### config.mk
export PLATFORM = sky130hd
export DESIGN_NAME = varispeed_resampler_with_fades
export DESIGN_NICKNAME = d
export VERILOG_FILES = /design/src/sv/rsf_pkg.sv /design/src/sv/rsf_mul.sv /design/src/sv/rsf_div.sv /design/src/sv/varispeed_resampler_with_fades.sv
export SDC_FILE = /design/constraint.sdc
export NUM_CORES = 2
export LEC_CHECK = 0
export ABC_CLOCK_PERIOD_IN_PS = 12430
export BUFFER_PORTS_ARGS = -buffer_cell sky130_fd_sc_hd__buf_2
export CAP_MARGIN = 20
export CORE_ASPECT_RATIO = 1.4
export CORE_UTILIZATION = 40
export DETAILED_ROUTE_END_ITERATION = 16
export SYNTH_ARGS = -nofsm -noshare
export SYNTH_HDL_FRONTEND = slang
export SYNTH_SLANG_ARGS = --single-unit
### constraint.sdc
create_clock -name clk_i -period 12.43 [get_ports clk_i]
set_clock_uncertainty 0.05 [all_clocks]
set_input_delay 1.243 -clock clk_i [delete_from_list [all_inputs] [get_ports clk_i]]
set_output_delay 1.243 -clock clk_i [all_outputs]
set_load 0.05 [all_outputs]
### src/sv/rsf_pkg.sv
// Shared types and constants of the varispeed resampler with fades.
// Used by the shared multiplier, the fade divider and the top level.
`default_nettype none

package rsf_pkg;

  // Sample and phase formats.
  localparam int SAMPLE_WIDTH = 24;
  localparam int FRAC_BITS    = 16;
  localparam int PHASE_W      = FRAC_BITS + 3;
  localparam logic [PHASE_W-1:0] PHASE_ONE = PHASE_W'(1) << FRAC_BITS;
  localparam logic [PHASE_W-1:0] STEP_MIN  = PHASE_W'(1) << (FRAC_BITS - 2);
  localparam logic [PHASE_W-1:0] STEP_MAX  = PHASE_W'(4) << FRAC_BITS;

  // Gain formats: fade gains are unsigned Q1.16, clip gain is Q2.14.
  localparam int GAIN_FB    = 16;
  localparam int GAIN_W     = GAIN_FB + 1;
  localparam logic [GAIN_W-1:0] GAIN_ONE = GAIN_W'(1) << GAIN_FB;
  localparam int CLIP_GAIN_W = 16;
  localparam int CLIP_SHIFT  = 14;

  // Configuration widths.
  localparam int FADE_W   = 24;
  localparam int CLIP_W   = 32;
  localparam int CFG_IDX_W  = 3;
  localparam int CFG_DATA_W = 32;

  // Outputs per input item.
  localparam int MAX_OUT = 4;
  localparam int ITER_W  = $clog2(MAX_OUT + 1);

  // Shared multiplier operand and result widths.
  localparam int MA_W   = SAMPLE_WIDTH + 1;
  localparam int MB_W   = (FRAC_BITS > GAIN_W) ? FRAC_BITS : GAIN_W;
  localparam int PROD_W = MA_W + MB_W + 1;
  localparam int RES_W  = SAMPLE_WIDTH + 5;

  // Divider widths: numerator below denominator, quotient of GAIN_FB bits.
  localparam int DIV_W     = FADE_W;
  localparam int DIV_CNT_W = $clog2(GAIN_FB);

  // Configuration register indexes.
  localparam logic [CFG_IDX_W-1:0] REG_STEP_RATIO      = 3'd0;
  localparam logic [CFG_IDX_W-1:0] REG_FADE_IN_LENGTH  = 3'd1;
  localparam logic [CFG_IDX_W-1:0] REG_FADE_OUT_LENGTH = 3'd2;
  localparam logic [CFG_IDX_W-1:0] REG_CLIP_LENGTH     = 3'd3;
  localparam logic [CFG_IDX_W-1:0] REG_CLIP_GAIN       = 3'd4;
  localparam logic [CFG_IDX_W-1:0] REG_MONO_SOURCE     = 3'd5;

  // Right shift applied after a multiply.
  typedef enum logic [1:0] {
    SH_FRAC,
    SH_GAIN,
    SH_CLIP
  } shift_e;

  // Request to the shared multiplier: res = (a * b) >>> shift + add.
  typedef struct packed {
    logic                           valid;
    logic signed [MA_W-1:0]         a;
    logic [MB_W-1:0]                b;
    shift_e                         sh;
    logic signed [SAMPLE_WIDTH-1:0] add;
  } mul_req_t;

  // Request to the fade divider: quot = (num << GAIN_FB) / den, num < den.
  typedef struct packed {
    logic             start;
    logic [DIV_W-1:0] num;
    logic [DIV_W-1:0] den;
  } div_req_t;

endpackage

`default_nettype wire

### src/sv/rsf_mul.sv
// Shared multiply, shift and add unit with a registered result.
// Depends on rsf_pkg for the request type and widths.
`default_nettype none

module rsf_mul import rsf_pkg::*; (
  input  logic                    clk_i,
  input  logic                    rst_ni,
  input  mul_req_t                req_i,
  output logic signed [RES_W-1:0] res_o
);

  logic signed [MB_W:0]      b_s;
  logic signed [PROD_W-1:0]  prod;
  logic signed [PROD_W-1:0]  shifted;
  logic signed [RES_W-1:0]   res_d;
  logic signed [RES_W-1:0]   res_q;

  // Signed product, floor shift and addend.
  always_comb begin
    b_s  = $signed({1'b0, req_i.b});
    prod = req_i.a * b_s;
    case (req_i.sh)
      SH_FRAC: shifted = prod >>> FRAC_BITS;
      SH_GAIN: shifted = prod >>> GAIN_FB;
      SH_CLIP: shifted = prod >>> CLIP_SHIFT;
      default: shifted = prod >>> CLIP_SHIFT;
    endcase
    res_d = $signed(shifted[RES_W-1:0]) + RES_W'(req_i.add);
  end

  // The result holds until the next request.
  always_ff @(posedge clk_i or negedge rst_ni) begin
    if (!rst_ni) begin
      res_q <= '0;
    end else if (req_i.valid) begin
      res_q <= res_d;
    end
  end

  assign res_o = res_q;

endmodule

`default_nettype wire

### src/sv/rsf_div.sv
// Restoring divider for the fade gains, one quotient bit per cycle.
// Depends on rsf_pkg for the request type and widths.
`default_nettype none

module rsf_div import rsf_pkg::*; (
  input  logic               clk_i,
  input  logic               rst_ni,
  input  div_req_t           req_i,
  output logic               done_o,
  output logic [GAIN_FB-1:0] quot_o
);

  logic                 busy_q, busy_d;
  logic                 done_q, done_d;
  logic [DIV_CNT_W-1:0] cnt_q, cnt_d;
  logic [DIV_W-1:0]     rem_q, rem_d;
  logic [DIV_W-1:0]     den_q;
  logic [GAIN_FB-1:0]   quot_q;
  logic [DIV_W:0]       rem_sh;
  logic                 fits;
  logic [DIV_W:0]       rem_nx;

  // One trial subtraction per cycle.
  always_comb begin
    rem_sh = {rem_q, 1'b0};
    fits   = rem_sh >= {1'b0, den_q};
    rem_nx = fits ? (rem_sh - {1'b0, den_q}) : rem_sh;
    rem_d  = rem_nx[DIV_W-1:0];
  end

  // Iteration control.
  always_comb begin
    busy_d = busy_q;
    cnt_d  = cnt_q;
    done_d = 1'b0;
    if (req_i.start) begin
      busy_d = 1'b1;
      cnt_d  = '0;
    end else if (busy_q) begin
      cnt_d = cnt_q + DIV_CNT_W'(1);
      if (cnt_q == DIV_CNT_W'(GAIN_FB - 1)) begin
        busy_d = 1'b0;
        done_d = 1'b1;
      end
    end
  end

  always_ff @(posedge clk_i or negedge rst_ni) begin
    if (!rst_ni) begin
      busy_q <= 1'b0;
      done_q <= 1'b0;
      cnt_q  <= '0;
    end else begin
      busy_q <= busy_d;
      done_q <= done_d;
      cnt_q  <= cnt_d;
    end
  end

  // Partial remainder and quotient.
  always_ff @(posedge clk_i) begin
    if (req_i.start) begin
      rem_q  <= req_i.num;
      den_q  <= req_i.den;
      quot_q <= '0;
    end else if (busy_q) begin
      rem_q  <= rem_d;
      quot_q <= {quot_q[GAIN_FB-2:0], fits};
    end
  end

  assign done_o = done_q;
  assign quot_o = quot_q;

endmodule

`default_nettype wire

### src/sv/varispeed_resampler_with_fades.sv
// Top level of the varispeed resampler: sequencer, state and output register.
// Depends on rsf_pkg, rsf_mul and rsf_div.
`default_nettype none

// Stereo linear-interpolation resampler with linear fade-in, fade-out and
// clip gain. Each accepted source frame yields zero to four output frames;
// the first frame after reset only primes the interpolator and leaves
// in_stall_o low. Items are worked one at a time: in_stall_o is high from the
// cycle after a request is taken until the sequencer is idle again, which is
// after its last output has been placed in the output register. An item's
// time grows with each output, with each fade gain that has to be divided
// (fade-in while the position is below the fade-in length, fade-out within
// the fade-out length of the clip end) and with each output that falls past
// the clip end. An output also waits while the output register still holds
// an earlier request that is stalled. This time is set by the single shared
// multiplier, which handles the interpolation and the three gain stages of
// both channels one after the other, and by the bit-serial fade divider. The
// output register lets the sequencer go on while a result waits.
// Configuration writes are always taken and should only be made while the
// block is idle.
module varispeed_resampler_with_fades import rsf_pkg::*; (
  input  logic                           clk_i,
  input  logic                           rst_ni,
  // Configuration write port.
  input  logic                           cfg_valid_i,
  output logic                           cfg_ready_o,
  input  logic [CFG_IDX_W-1:0]           cfg_index_i,
  input  logic [CFG_DATA_W-1:0]          cfg_data_i,
  // Source frames.
  input  logic                           in_valid_i,
  output logic                           in_stall_o,
  input  logic signed [SAMPLE_WIDTH-1:0] sample_left_i,
  input  logic signed [SAMPLE_WIDTH-1:0] sample_right_i,
  // Output frames.
  output logic                           out_valid_o,
  input  logic                           out_stall_i,
  output logic signed [SAMPLE_WIDTH-1:0] out_left_o,
  output logic signed [SAMPLE_WIDTH-1:0] out_right_o,
  output logic                           last_of_run_o
);

  localparam logic [3:0] S_IDLE   = 4'd0;
  localparam logic [3:0] S_CHECK  = 4'd1;
  localparam logic [3:0] S_GIN    = 4'd2;
  localparam logic [3:0] S_GIN_W  = 4'd3;
  localparam logic [3:0] S_GOUT   = 4'd4;
  localparam logic [3:0] S_GOUT_W = 4'd5;
  localparam logic [3:0] S_IL     = 4'd6;
  localparam logic [3:0] S_GIL    = 4'd7;
  localparam logic [3:0] S_GOL    = 4'd8;
  localparam logic [3:0] S_CGL    = 4'd9;
  localparam logic [3:0] S_IR     = 4'd10;
  localparam logic [3:0] S_GIR    = 4'd11;
  localparam logic [3:0] S_GOR    = 4'd12;
  localparam logic [3:0] S_CGR    = 4'd13;
  localparam logic [3:0] S_EMIT   = 4'd14;

  localparam logic signed [RES_W-1:0] SAT_HI =
    {{(RES_W - SAMPLE_WIDTH + 1){1'b0}}, {(SAMPLE_WIDTH - 1){1'b1}}};
  localparam logic signed [RES_W-1:0] SAT_LO =
    {{(RES_W - SAMPLE_WIDTH + 1){1'b1}}, {(SAMPLE_WIDTH - 1){1'b0}}};

  // Clamp a multiplier result to the sample range.
  function automatic logic signed [SAMPLE_WIDTH-1:0] sat(input logic signed [RES_W-1:0] v);
    logic signed [RES_W-1:0] c;
    c = v;
    if (v > SAT_HI) begin
      c = SAT_HI;
    end else if (v < SAT_LO) begin
      c = SAT_LO;
    end
    return c[SAMPLE_WIDTH-1:0];
  endfunction

  // Configuration registers.
  logic [PHASE_W-1:0]     step_ratio_q;
  logic [FADE_W-1:0]      fade_in_q;
  logic [FADE_W-1:0]      fade_out_q;
  logic [CLIP_W-1:0]      clip_len_q;
  logic [CLIP_GAIN_W-1:0] clip_gain_q;
  logic                   mono_q;

  // Sequencer and stream state.
  logic [3:0]                     state_q, state_d;
  logic                           primed_q, primed_d;
  logic [PHASE_W-1:0]             phase_q, phase_d;
  logic [CLIP_W-1:0]              pos_q, pos_d;
  logic [ITER_W-1:0]              iter_q, iter_d;
  logic signed [SAMPLE_WIDTH-1:0] prev_l_q, prev_l_d;
  logic signed [SAMPLE_WIDTH-1:0] prev_r_q, prev_r_d;
  logic                           out_valid_q, out_valid_d;

  // Working payload.
  logic signed [SAMPLE_WIDTH-1:0] cur_l_q, cur_l_d;
  logic signed [SAMPLE_WIDTH-1:0] cur_r_q, cur_r_d;
  logic [GAIN_W-1:0]              gi_q, gi_d;
  logic [GAIN_W-1:0]              go_q, go_d;
  logic signed [SAMPLE_WIDTH-1:0] res_l_q, res_l_d;
  logic signed [SAMPLE_WIDTH-1:0] out_l_q, out_l_d;
  logic signed [SAMPLE_WIDTH-1:0] out_r_q, out_r_d;
  logic                           out_last_q, out_last_d;

  // Datapath helpers.
  logic [PHASE_W-1:0]         step_c;
  logic [PHASE_W-1:0]         phase_next;
  logic                       phase_ge_one;
  logic [CLIP_W-1:0]          rem_c;
  logic                       fade_in_on;
  logic                       fade_out_on;
  logic                       out_free;
  logic signed [SAMPLE_WIDTH-1:0] in_r_c;
  logic signed [MA_W-1:0]     mul_acc;
  mul_req_t                   mul_req;
  logic signed [RES_W-1:0]    mul_res;
  div_req_t                   div_req;
  logic                       div_done;
  logic [GAIN_FB-1:0]         div_quot;

  rsf_mul u_mul (
    .clk_i  (clk_i),
    .rst_ni (rst_ni),
    .req_i  (mul_req),
    .res_o  (mul_res)
  );

  rsf_div u_div (
    .clk_i  (clk_i),
    .rst_ni (rst_ni),
    .req_i  (div_req),
    .done_o (div_done),
    .quot_o (div_quot)
  );

  // Configuration writes are always taken.
  assign cfg_ready_o = 1'b1;

  always_ff @(posedge clk_i or negedge rst_ni) begin
    if (!rst_ni) begin
      step_ratio_q <= PHASE_W'(65536);
      fade_in_q    <= '0;
      fade_out_q   <= '0;
      clip_len_q   <= '1;
      clip_gain_q  <= CLIP_GAIN_W'(16384);
      mono_q       <= 1'b0;
    end else if (cfg_valid_i) begin
      case (cfg_index_i)
        REG_STEP_RATIO:      step_ratio_q <= cfg_data_i[PHASE_W-1:0];
        REG_FADE_IN_LENGTH:  fade_in_q    <= cfg_data_i[FADE_W-1:0];
        REG_FADE_OUT_LENGTH: fade_out_q   <= cfg_data_i[FADE_W-1:0];
        REG_CLIP_LENGTH:     clip_len_q   <= cfg_data_i[CLIP_W-1:0];
        REG_CLIP_GAIN:       clip_gain_q  <= cfg_data_i[CLIP_GAIN_W-1:0];
        REG_MONO_SOURCE:     mono_q       <= cfg_data_i[0];
        default: ;
      endcase
    end
  end

  // Step clamp, phase and fade window decisions.
  always_comb begin
    if (step_ratio_q < STEP_MIN) begin
      step_c = STEP_MIN;
    end else if (step_ratio_q > STEP_MAX) begin
      step_c = STEP_MAX;
    end else begin
      step_c = step_ratio_q;
    end
    phase_next   = phase_q + step_c;
    phase_ge_one = phase_q >= PHASE_ONE;
    rem_c        = clip_len_q - pos_q;
    fade_in_on   = (fade_in_q != '0) && (pos_q < CLIP_W'(fade_in_q));
    fade_out_on  = (fade_out_q != '0) && (rem_c < CLIP_W'(fade_out_q));
    out_free     = !out_valid_q || !out_stall_i;
    in_r_c       = mono_q ? sample_left_i : sample_right_i;
    mul_acc      = MA_W'($signed(mul_res[SAMPLE_WIDTH-1:0]));
  end

  // Sequencer.
  always_comb begin
    state_d     = state_q;
    primed_d    = primed_q;
    phase_d     = phase_q;
    pos_d       = pos_q;
    iter_d      = iter_q;
    prev_l_d    = prev_l_q;
    prev_r_d    = prev_r_q;
    out_valid_d = out_valid_q;
    cur_l_d     = cur_l_q;
    cur_r_d     = cur_r_q;
    gi_d        = gi_q;
    go_d        = go_q;
    res_l_d     = res_l_q;
    out_l_d     = out_l_q;
    out_r_d     = out_r_q;
    out_last_d  = out_last_q;

    mul_req       = '0;
    mul_req.a     = mul_acc;
    mul_req.sh    = SH_GAIN;
    div_req.start = 1'b0;
    div_req.num   = pos_q[DIV_W-1:0];
    div_req.den   = fade_in_q;

    // The output register empties when its request is taken.
    if (out_valid_q && !out_stall_i) begin
      out_valid_d = 1'b0;
    end

    case (state_q)
      S_IDLE: begin
        if (in_valid_i) begin
          if (!primed_q) begin
            prev_l_d = sample_left_i;
            prev_r_d = in_r_c;
            primed_d = 1'b1;
            phase_d  = '0;
          end else begin
            cur_l_d = sample_left_i;
            cur_r_d = in_r_c;
            iter_d  = '0;
            state_d = S_CHECK;
          end
        end
      end
      S_CHECK: begin
        if (!phase_ge_one && (iter_q < ITER_W'(MAX_OUT))) begin
          if (pos_q < clip_len_q) begin
            state_d = S_GIN;
          end else begin
            // Past the clip end: the phase advances, nothing is emitted.
            phase_d = phase_next;
            iter_d  = iter_q + ITER_W'(1);
          end
        end else begin
          phase_d  = phase_ge_one ? (phase_q - PHASE_ONE) : phase_q;
          prev_l_d = cur_l_q;
          prev_r_d = cur_r_q;
          state_d  = S_IDLE;
        end
      end
      S_GIN: begin
        if (fade_in_on) begin
          div_req.start = 1'b1;
          state_d       = S_GIN_W;
        end else begin
          gi_d    = GAIN_ONE;
          state_d = S_GOUT;
        end
      end
      S_GIN_W: begin
        if (div_done) begin
          gi_d    = GAIN_W'(div_quot);
          state_d = S_GOUT;
        end
      end
      S_GOUT: begin
        div_req.num = rem_c[DIV_W-1:0];
        div_req.den = fade_out_q;
        if (fade_out_on) begin
          div_req.start = 1'b1;
          state_d       = S_GOUT_W;
        end else begin
          go_d    = GAIN_ONE;
          state_d = S_IL;
        end
      end
      S_GOUT_W: begin
        if (div_done) begin
          go_d    = GAIN_W'(div_quot);
          state_d = S_IL;
        end
      end
      S_IL: begin
        mul_req.valid = 1'b1;
        mul_req.a     = MA_W'(cur_l_q) - MA_W'(prev_l_q);
        mul_req.b     = MB_W'(phase_q[FRAC_BITS-1:0]);
        mul_req.sh    = SH_FRAC;
        mul_req.add   = prev_l_q;
        state_d       = S_GIL;
      end
      S_GIL: begin
        mul_req.valid = 1'b1;
        mul_req.b     = MB_W'(gi_q);
        state_d       = S_GOL;
      end
      S_GOL: begin
        mul_req.valid = 1'b1;
        mul_req.b     = MB_W'(go_q);
        state_d       = S_CGL;
      end
      S_CGL: begin
        mul_req.valid = 1'b1;
        mul_req.b     = MB_W'(clip_gain_q);
        mul_req.sh    = SH_CLIP;
        state_d       = S_IR;
      end
      S_IR: begin
        res_l_d       = sat(mul_res);
        mul_req.valid = 1'b1;
        mul_req.a     = MA_W'(cur_r_q) - MA_W'(prev_r_q);
        mul_req.b     = MB_W'(phase_q[FRAC_BITS-1:0]);
        mul_req.sh    = SH_FRAC;
        mul_req.add   = prev_r_q;
        state_d       = S_GIR;
      end
      S_GIR: begin
        mul_req.valid = 1'b1;
        mul_req.b     = MB_W'(gi_q);
        state_d       = S_GOR;
      end
      S_GOR: begin
        mul_req.valid = 1'b1;
        mul_req.b     = MB_W'(go_q);
        state_d       = S_CGR;
      end
      S_CGR: begin
        mul_req.valid = 1'b1;
        mul_req.b     = MB_W'(clip_gain_q);
        mul_req.sh    = SH_CLIP;
        state_d       = S_EMIT;
      end
      S_EMIT: begin
        if (out_free) begin
          out_valid_d = 1'b1;
          out_l_d     = res_l_q;
          out_r_d     = sat(mul_res);
          // Last unless another output of this item will reach the clip.
          out_last_d  = !((phase_next < PHASE_ONE) &&
                          (iter_q != ITER_W'(MAX_OUT - 1)) &&
                          (rem_c != CLIP_W'(1)));
          pos_d       = pos_q + CLIP_W'(1);
          phase_d     = phase_next;
          iter_d      = iter_q + ITER_W'(1);
          state_d     = S_CHECK;
        end
      end
      default: begin
        state_d = S_IDLE;
      end
    endcase
  end

  always_ff @(posedge clk_i or negedge rst_ni) begin
    if (!rst_ni) begin
      state_q     <= S_IDLE;
      primed_q    <= 1'b0;
      phase_q     <= '0;
      pos_q       <= '0;
      iter_q      <= '0;
      prev_l_q    <= '0;
      prev_r_q    <= '0;
      out_valid_q <= 1'b0;
    end else begin
      state_q     <= state_d;
      primed_q    <= primed_d;
      phase_q     <= phase_d;
      pos_q       <= pos_d;
      iter_q      <= iter_d;
      prev_l_q    <= prev_l_d;
      prev_r_q    <= prev_r_d;
      out_valid_q <= out_valid_d;
    end
  end

  always_ff @(posedge clk_i) begin
    cur_l_q    <= cur_l_d;
    cur_r_q    <= cur_r_d;
    gi_q       <= gi_d;
    go_q       <= go_d;
    res_l_q    <= res_l_d;
    out_l_q    <= out_l_d;
    out_r_q    <= out_r_d;
    out_last_q <= out_last_d;
  end

  assign in_stall_o    = state_q != S_IDLE;
  assign out_valid_o   = out_valid_q;
  assign out_left_o    = out_l_q;
  assign out_right_o   = out_r_q;
  assign last_of_run_o = out_last_q;

endmodule

`default_nettype wire

==> results.json <==
{
  "dp_slack_ns": 0.494,
  "dieArea_mm2": 0.113,
  "async_reset_ff_share_pct": 54.2,
  "worst-slew-pin-transition_ns": 1.11,
  "grt_antenna_before_repair": 6,
  "finalCritPeriodShare_pct": 95.1,
  "worstPathArrival_ns": 12.27,
  "slew_violations": 0,
  "grt-ovfl-total": 0,
  "final-hold-violation-count": 0,
  "viasPerCell": 5.41,
  "cts_buffers": 51,
  "critPathMaxFanout": 8,
  "yosys-top-cells-count": "699 x inv_1, 447 x nand2_1, 413 x fa_1, 399 x nor2_1, 306 x ha_1",
  "coreArea_mm2": 0.110,
  "cp_slowest_cell": "fa_1",
  "ys.flop_type": "dfrtp_1",
  "worst-path-buf-inv": 6,
  "avgSynthCellArea_um2": 9.47,
  "wl_per_cell_um": 21.1,
  "clock_path_buffers": 3,
  "status": "completed",
  "drt_wl_total_mm": 133,
  "syn-cell-area_mm2": 0.0445,
  "path_class": "reg -> reg",
  "cts_tree": "done",
  "place_area_mm2": 0.0472,
  "drive_above_1_share_pct": 11.4,
  "hpwlAfterDp_mm": 105,
  "start_util_pct": 40.4,
  "place.gp.congestion": 0.916,
  "fill_cells": 10778,
  "drc": 0,
  "postCtsHoldBufs": 0,
  "yosys-mux-area-fraction_pct": 5.22,
  "drtIter0Drc": 2007,
  "final_area_mm2": 0.0491,
  "clkTransAtPathRegs_ns": 0.07,
  "ys.warnings.count": 0,
  "cts_sinks": 478,
  "syn-num-nets": 5511,
  "multi_input_area_mm2": 0.0284,
  "synth_cell_types": 103,
  "synth-seq-cells": 478,
  "synth_edf_count": 203,
  "drtAntennaViolNets": 0,
  "clock_latency_ns": 0.67,
  "synth_fa_ha_area_share_pct": 27.3,
  "synth.area.top_cells": "fa_1 19%, edfxtp_1 14%, dfrtp_1 13%, ha_1 8.6%, inv_1 5.9%",
  "setup_ws_ns": 0.613,
  "met1_length_mm": 50.2,
  "synthCells": 4704,
  "synth_top_family_by_area": "adder cells",
  "placementRows": 144,
  "max_cap_violations": 0,
  "crit_family": "compound AO/OA/AOI/OAI gates",
  "end_kind": "flip-flop",
  "synth_most_common_cell": "inv_1",
  "drtPass1Iterations": 5,
  "wl_met3_mm": 4.79,
  "cts_root_buf": "clkbuf_16",
  "synth_compound_gate_area_share_pct": 13.5,
  "cp-start-kind": "flip-flop",
  "top_layer": "met5",
  "worst_hold_path_type": "reg -> reg",
  "grt_pass1_vias": 35223,
  "htree_levels": 2,
  "critPathMaxStageDelay_ns": 0.57,
  "rsz0062_at_grt": "false",
  "area_growth_pct": 10.2,
  "die_x_um": 284,
  "grt_usage_pct": 23.8,
  "synthDominantCellAreaShare_pct": 18.6,
  "ys_seq_area_share_pct": 29.1,
  "grt_max_degree": 99,
  "fin_tns_setup_ns": 0,
  "setup_viol": 0,
  "rrSetupSlack_ns": 0.61,
  "fmax_ghz": 0.0846,
  "routed-wl-met2_mm": 69.7,
  "cts_resized": 0,
  "die_height_um": 397,
  "nets": 5614,
  "synth_area_leader_cell": "fa_1",
  "vias": 34141,
  "slew_headroom_pct": 26.0,
  "period_needed_ns": 11.82,
  "synth_xor_area_share_pct": 3.67,
  "synth-simple-area-share_pct": 13.7,
  "ioPinCount": 140,
  "portBuffers": 138,
  "postCtsSetupBuffers": 0,
  "cp.required_ns": 12.88,
  "grt_pass1_wl_mm": 206,
  "ff_latch_area_mm2": 0.0129
}
[layer usage]
metal	track usage (%)	up-vias
met1	26.3	16997
met3	2.32	288
li1	-	16030
met4	13.1	8
met2	44.4	818
met5	0	-
[cell families (layout without fill, tap and decap cells)]
family          count (synthesis)  in the layout
simple gates                 1317           1317
compound gates                894            894
buf+inv                       883           1029
fa+ha+maj                     725            725
flops                         478            478
mux                           220            220
xor+xnor                      186            186
other cells                     1              2
[cells in the final DEF, fill, tap and decap left out, types with 57 or more instances in the layout]
| cell | instances |
|---|---|
| a21o_1 | 110 |
| buf_2 | 137 |
| xor2_1 | 57 |
| buf_4 | 93 |
| inv_1 | 699 |
| xnor2_1 | 126 |
| o21ai_0 | 238 |
| edfxtp_1 | 203 |
| fa_1 | 413 |
| and2_1 | 60 |
| mux2_2 | 99 |
| dfrtp_1 | 225 |
| nor3_1 | 61 |
| nand2_1 | 446 |
| mux2i_1 | 121 |
| a21oi_1 | 169 |
| nor2_1 | 396 |
| ha_1 | 306 |
[stage by stage]
step                      std cells  util (%)  hold slack, ns
after floorplan                4704         -           0.350
after global routing           6311      44.5           0.342
after detailed placement       6213      42.8           0.355
after global placement         6213      42.8           0.352
final                          6311      44.5           0.334
after CTS                      6309      44.5           0.331
[final timing paths]
| kind | from | end | cells after the start |
|---|---|---|---|
| worst max-delay path | prev_l_q[1]$_DFFE_PN0P_ | u_mul.res_o[28]$_DFFE_PN0P_ | 44 |
| worst min-delay path | res_l_q[3]$_DFFE_PP_ | out_left_o[3]$_DFFE_PP_ | 0 |
| worst max register to register | prev_l_q[1]$_DFFE_PN0P_ | u_mul.res_o[28]$_DFFE_PN0P_ | 44 |
| worst min register to register | res_l_q[3]$_DFFE_PP_ | out_left_o[3]$_DFFE_PP_ | 0 |
| max in group asynchronous | rst_ni | u_mul.res_o[23]$_DFFE_PN0P_ | 4 |
| min in group asynchronous | rst_ni | u_div.cnt_q[1]$_DFFE_PN0P_ | 1 |
[registers in the layout, indices dropped and copies added, names as in the netlist, 24 cells and up]
register / count
cur_r_q: 24
out_left_o: 24
prev_r_q: 24
clip_len_q: 32
u_mul.res_o: 29
out_right_o: 24
fade_in_q: 24
pos_q: 32
u_div.den_q: 24
prev_l_q: 24
cur_l_q: 24
res_l_q: 24
u_div.rem_q: 24
fade_out_q: 24
[cell type report]
cell class / count / share of cell area [%]
Antenna cell: 1 / 0.00510
Sequential cell: 478 / 26.4
Tap cell: 1460 / 3.72
Clock buffer: 61 / 2.78
Timing Repair Buffer: 232 / 2.88
Multi-Input combinational cell: 3343 / 57.9
Clock inverter: 35 / 0.951
Inverter: 701 / 5.36
Power is left out: the tool's default activity adds up to more than one toggle a clock period on the data nets, which glitch-free logic cannot reach.
